File: src/hdl/bif_pkg.sv
`timescale 1ns / 1ps
// shared types, register codes and the exp2 fraction table function
// for the bilateral image filter; no dependencies

package bif_pkg;

  localparam int CFG_INDEX_W = 3;
  localparam int CFG_DATA_W  = 24;
  localparam int SCALE_W     = 24;
  localparam int DC_W        = 18;

  localparam logic [CFG_INDEX_W-1:0] REG_WIDTH       = 3'd0;
  localparam logic [CFG_INDEX_W-1:0] REG_HEIGHT      = 3'd1;
  localparam logic [CFG_INDEX_W-1:0] REG_RADIUS      = 3'd2;
  localparam logic [CFG_INDEX_W-1:0] REG_THREE_CH    = 3'd3;
  localparam logic [CFG_INDEX_W-1:0] REG_COLOR_SCALE = 3'd4;
  localparam logic [CFG_INDEX_W-1:0] REG_SPACE_SCALE = 3'd5;

  localparam logic OP_PIXEL = 1'b0;
  localparam logic OP_DRAIN = 1'b1;

  localparam logic [63:0] LN2_Q32 = 64'd2977044472;

  typedef enum logic [2:0] {
    ST_IDLE,
    ST_CENTRE,
    ST_CWAIT,
    ST_TAPS,
    ST_FLUSH,
    ST_DIV,
    ST_DONE
  } bif_state_t;

  // settings the tap unit holds steady over one output pixel
  typedef struct packed {
    logic               three_ch;
    logic [SCALE_W-1:0] color_scale;
    logic [SCALE_W-1:0] space_scale;
    logic [23:0]        centre;
  } bif_tap_ctl_t;

  // exp(-t) in q0.16 for t in q0.32, 15-term taylor series, elaboration only
  function automatic logic [15:0] frac_value(input logic [63:0] t);
    logic [63:0] term;
    logic [63:0] sum;
    logic [63:0] v;
    term = 64'h1_0000_0000;
    sum  = term;
    for (int n = 1; n <= 14; n++) begin
      term = (term * t) >> 32;
      case (n)
        1:  term = term / 1;
        2:  term = term / 2;
        3:  term = term / 3;
        4:  term = term / 4;
        5:  term = term / 5;
        6:  term = term / 6;
        7:  term = term / 7;
        8:  term = term / 8;
        9:  term = term / 9;
        10: term = term / 10;
        11: term = term / 11;
        12: term = term / 12;
        13: term = term / 13;
        14: term = term / 14;
        default: term = term;
      endcase
      if ((n % 2) == 1) sum = sum - term;
      else sum = sum + term;
    end
    v = (sum + 64'd32768) >> 16;
    return (v > 64'd65535) ? 16'hFFFF : v[15:0];
  endfunction

endpackage

File: src/hdl/bif_tap_unit.sv
`timescale 1ns / 1ps
// pipelined weight and accumulate unit, one window tap per cycle
// depends on bif_pkg

module bif_tap_unit #(
  parameter int FRACTION_TABLE_DEPTH = 256,
  parameter int DS_W                 = 5,
  parameter int WSUM_W               = 22,
  parameter int ACC_W                = 30
) (
  input  logic                     clk,
  input  logic                     rst,
  input  logic                     clear,
  input  bif_pkg::bif_tap_ctl_t    ctl,
  input  logic                     tap_valid,
  input  logic [23:0]              px,
  input  logic [DS_W-1:0]          ds,
  output logic                     busy,
  output logic [2:0][ACC_W-1:0]    acc,
  output logic [WSUM_W-1:0]        wsum
);
  import bif_pkg::*;

  localparam int IDX_W  = $clog2(FRACTION_TABLE_DEPTH);
  localparam int PC_W   = SCALE_W + DC_W;
  localparam int PS_W   = SCALE_W + DS_W;
  localparam int EW     = ((PC_W > PS_W) ? PC_W : PS_W) + 1;
  localparam int IDXP_W = SCALE_W + IDX_W + 1;

  logic [15:0] ftab [FRACTION_TABLE_DEPTH];

  for (genvar g = 0; g < FRACTION_TABLE_DEPTH; g++) begin : g_tab
    assign ftab[g] = frac_value((64'(g) * LN2_Q32) / FRACTION_TABLE_DEPTH);
  end

  logic [7:1]             v;
  logic [2:0][15:0]       sq1;
  logic [DS_W-1:0]        ds1, ds2;
  logic [DC_W-1:0]        dc2;
  logic [PC_W-1:0]        pc3;
  logic [PS_W-1:0]        ps3;
  logic [EW-1:0]          e4;
  logic                   over5;
  logic [4:0]             ip5;
  logic [IDX_W-1:0]       idx5;
  logic [15:0]            wt6, wt7;
  logic [2:0][23:0]       p7;
  logic [23:0]            ch1, ch2, ch3, ch4, ch5, ch6;
  logic [IDXP_W-1:0]      idx_prod;
  logic                   over4;

  assign busy = |v;

  always_comb begin
    idx_prod = IDXP_W'(e4[SCALE_W-1:0]) * IDXP_W'(FRACTION_TABLE_DEPTH);
    over4    = e4 > (EW'(16) << SCALE_W);
  end

  always_ff @(posedge clk) begin
    if (rst) begin
      v <= '0;
    end else begin
      v <= {v[6:1], tap_valid};
    end
  end

  // payload stages
  always_ff @(posedge clk) begin
    for (int c = 0; c < 3; c++) begin
      logic [7:0] a;
      logic [7:0] b;
      logic [7:0] d;
      a = px[8*c +: 8];
      b = ctl.centre[8*c +: 8];
      d = (a > b) ? (a - b) : (b - a);
      sq1[c] <= (c == 0 || ctl.three_ch) ? 16'(d * d) : 16'd0;
    end
    ch1 <= px;
    ds1 <= ds;

    dc2 <= DC_W'(sq1[0]) + DC_W'(sq1[1]) + DC_W'(sq1[2]);
    ds2 <= ds1;
    ch2 <= ch1;

    pc3 <= PC_W'(ctl.color_scale) * PC_W'(dc2);
    ps3 <= PS_W'(ctl.space_scale) * PS_W'(ds2);
    ch3 <= ch2;

    e4  <= EW'(pc3) + EW'(ps3);
    ch4 <= ch3;

    over5 <= over4;
    ip5   <= e4[SCALE_W +: 5];
    idx5  <= IDX_W'(idx_prod >> SCALE_W);
    ch5   <= ch4;

    wt6 <= over5 ? 16'd0 : (ftab[idx5] >> ip5);
    ch6 <= ch5;

    wt7 <= wt6;
    for (int c = 0; c < 3; c++) begin
      p7[c] <= 24'(wt6) * 24'(ch6[8*c +: 8]);
    end
  end

  // accumulators
  always_ff @(posedge clk) begin
    if (clear) begin
      acc  <= '0;
      wsum <= '0;
    end else if (v[7]) begin
      wsum <= wsum + WSUM_W'(wt7);
      for (int c = 0; c < 3; c++) begin
        acc[c] <= acc[c] + ACC_W'(p7[c]);
      end
    end
  end

endmodule

File: config.mk
export PLATFORM = sky130hd
export DESIGN_NAME = bif_tap_unit
export DESIGN_NICKNAME = d
export VERILOG_FILES = /design/src/hdl/bif_pkg.sv /design/src/hdl/bif_tap_unit.sv
export SDC_FILE = /design/constraint.sdc
export NUM_CORES = 2
export LEC_CHECK = 0
export BUFFER_PORTS_ARGS = -buffer_cell sky130_fd_sc_hd__buf_4
export CORE_MARGIN = 1
export CORE_UTILIZATION = 60
export DETAILED_ROUTE_END_ITERATION = 7
export PLACE_DENSITY = 0.78
export SLEW_MARGIN = 20
export SYNTH_ARGS = -nofsm -noshare
export SYNTH_HDL_FRONTEND = slang
export SYNTH_SLANG_ARGS = --single-unit
File: constraint.sdc
create_clock -name clk -period 13.31 [get_ports clk]
set_input_delay 1.331 -clock clk [delete_from_list [all_inputs] [get_ports clk]]
set_output_delay 1.331 -clock clk [all_outputs]
set_load 0.005 [all_outputs]
==> qor.csv <==
metric,value,unit
status,"finished, final reports clean",
placed cells,8116,
FMAX,0.125,GHz
area of the core,100000,µm²
critical path class,input pin to flip-flop,
CTS buffer count,66,
RR Endpoint,pc3[35]$_DFF_P_,
starting density of the core,60.5,%
CTS hold repair buffers,0,
clock buffer depth,3,
Placement Cell Area,62900,µm²
"most common cell after layout, fill and taps aside",inv_1,
Avg Inst Size Synth,8.85,µm²
post-synthesis simple-gate area fraction,17.1,%
Tightest Hold Check Type,flip-flop to flip-flop,
Post-synth ARST share,0,%
CP Launch Type,input pin,
Post-Syn Instances,6846,
Hold Path Depth,0,
CTS resizes,0,
Syn. warnings,0,
"Data required, critical path",13.83,ns
Netlist cell types,110,
P&R area growth vs syn,7.59,%
"Seq/Total Area, Yosys",18.8,%
Buffers on Ports,218,
# IOs,219,
mapped cell area,60600,µm²
Critical R2R Launch,dc2[6]$_DFF_P_,
post-route cell area,65200,µm²
Final Max Tran Viols,0,
Reg2Reg Setup Slack,6.04,ns
post-CTS setup buffer count,0,
Die H,320,µm
"Reg clk slew, reported paths",0.06,ns
routability cong.,0.991,
Compound-Gate Fraction of Synth Area,12.2,%
Nets,8331,
Placement Rows,116,
Yosys reg bits,568,
setup_tns,0,ns
HPWL Detailed,115000,µm
"Core Util, Final",65.1,%
Post-DRT Antenna Nets,0,
clk root buf,clkbuf_16,
via count,48000,
Post-Synth Adder-Cell Area,37.2,%
CTS tree,yes,
initial antenna violation count,3,
drt drc,0,
vias in the first global route,48600,
Hold Path End,ch5[11]$_DFF_P_,
crit share post-route,60.2,%
DR vias/cell,5.82,
RSZ-0062 raised after global routing,no,
WL/cell,18.7,µm
MaxCap Viol Count,0,
Max-slew headroom,21.5,%
CTS Sinks,568,
Synth Area in XOR/XNOR,4.47,%
Layout fillers,8229,
CP max stage delay,0.70,ns
Final Hold Fails,0,
Syn Nets,8291,
worst-margin pin slew,1.18,ns
most frequent cells in the layout,"inv_1, fa_1, nand2_1",
Tmin final,8.01,ns
largest net degree at the start of global routing,83,
drt total wl,154000,µm
Die ar.,102000,µm²
clk_skew,0.0378,ns
largest family of logic cells by synthesized area,adder cells,
prevailing post-synth register cell,dfxtp_1,
WP data arrival,8.53,ns
clk_lat worst skew,0.64,ns
Setup-failing EPs final,0,
first-pass GRT wire length,253000,µm
Die X-Extent,320,µm
global route overflow,0,
"Slowest-stage cell, CP",xor2_1,
first-pass detailed-route iteration total,8,
Starting DRT DRC Count,3856,
share of cells above drive strength 1,7.05,%
number of synthesized flops with an enable pin,0,
gr usage total,30.6,%
post-route insts no fill,8237,
H-tree levels,3,
critical-path maximum fanout,12,
CP endpoint kind,flip-flop,
Worst R2R Path Depth,21,
mux cell area share after synthesis,1.74,%
HP Start,ch4[11]$_DFF_P_,
-- worst max-delay path by stage --
stage | start | to | slack [ns]
after floorplan | px[0] | sq1[15]$_DFF_P_ | 5.74
after global placement | px[0] | sq1[15]$_DFF_P_ | 4.85
after detailed placement | px[0] | sq1[15]$_DFF_P_ | 4.71
after CTS | px[0] | sq1[15]$_DFF_P_ | 5.36
after global routing | px[0] | sq1[15]$_DFF_P_ | 4.90
final | px[0] | sq1[15]$_DFF_P_ | 5.30
-- cells in the mapped netlist (23+ instances only) --
cell type,count,area (µm²)
nor2b_1,75,469
dfxtp_1,568,11400
nor3_1,104,521
and2_1,451,2820
buf_2,37,185
nand4_1,33,206
o21ai_0,167,836
a31oi_1,45,282
clkbuf_1,218,818
a21o_1,86,646
o211ai_1,48,360
a211oi_1,44,330
ha_1,566,7080
nand2_1,729,2740
nor2_1,387,1450
o21a_1,67,503
nand3_1,79,395
xor2_1,85,744
a21oi_1,313,1570
and3_1,23,144
or3_1,38,238
o21bai_1,46,345
mux2i_1,78,781
inv_1,1025,3850
nand2b_1,79,494
or2_2,31,194
fa_1,773,15500
xnor2_1,217,1900
-- flip-flops by register name, indices dropped and copies added, names as in the netlist, 29 cells and up --
register	flops
acc	90
e4	43
p7	72
pc3	42
ps3	29
sq1	45
-- layer usage --
metal / track usage [%] / vias to the layer above / wire, µm
li1: - / 22200 / -
met1: 41.1 / 23500 / 65300
met2: 49.9 / 1883 / 71600
met3: 5.22 / 349 / 12000
met4: 10.4 / 2 / 4930
met5: 0 / - / 116
-- stage by stage --
stage | hold WS [ns] | setup WS, ns
4_1_cts | 0.294 | 5.36
2_1_floorplan | 0.310 | 5.74
5_1_grt | 0.290 | 4.90
3_5_place_dp | 0.312 | 4.71
3_3_place_gp | 0.310 | 4.85
6_report | 0.291 | 5.30
-- cell type report --
type / count / area (µm²) / share of cell area, %
antenna: 3 / 7.51 / 0.0115
inverter: 1029 / 3860 / 5.92
clock buffer: 85 / 1880 / 2.88
sequential: 568 / 11400 / 17.5
multi-input combinational: 4956 / 44100 / 67.6
tap: 1298 / 1620 / 2.49
clock inverter: 33 / 383 / 0.587
timing repair buffer: 265 / 1990 / 3.05
-- worst max-delay path, delay by kind of cell --
family	cells	cell delay [ns]
xor gates and xnor gates	2	0.85
and+or+nand+nor	3	0.77
adders and majority gates	7	2.78
AOI/OAI and AO/OA	10	2.01
buffers and inverters	6	0.40
muxes	1	0.40
-- cells by family after synthesis --
logic type,Yosys count
AO/OA/AOI/OAI,1099
multiplexers,96
buffers and inverters,1322
adder cells (fa/ha/maj),1339
AND/OR/NAND/NOR,2116
flip-flops,568
XOR/XNOR,306
Power is left out: the tool's default activity adds up to more than one toggle a clock period on the data nets, which glitch-free logic cannot reach.
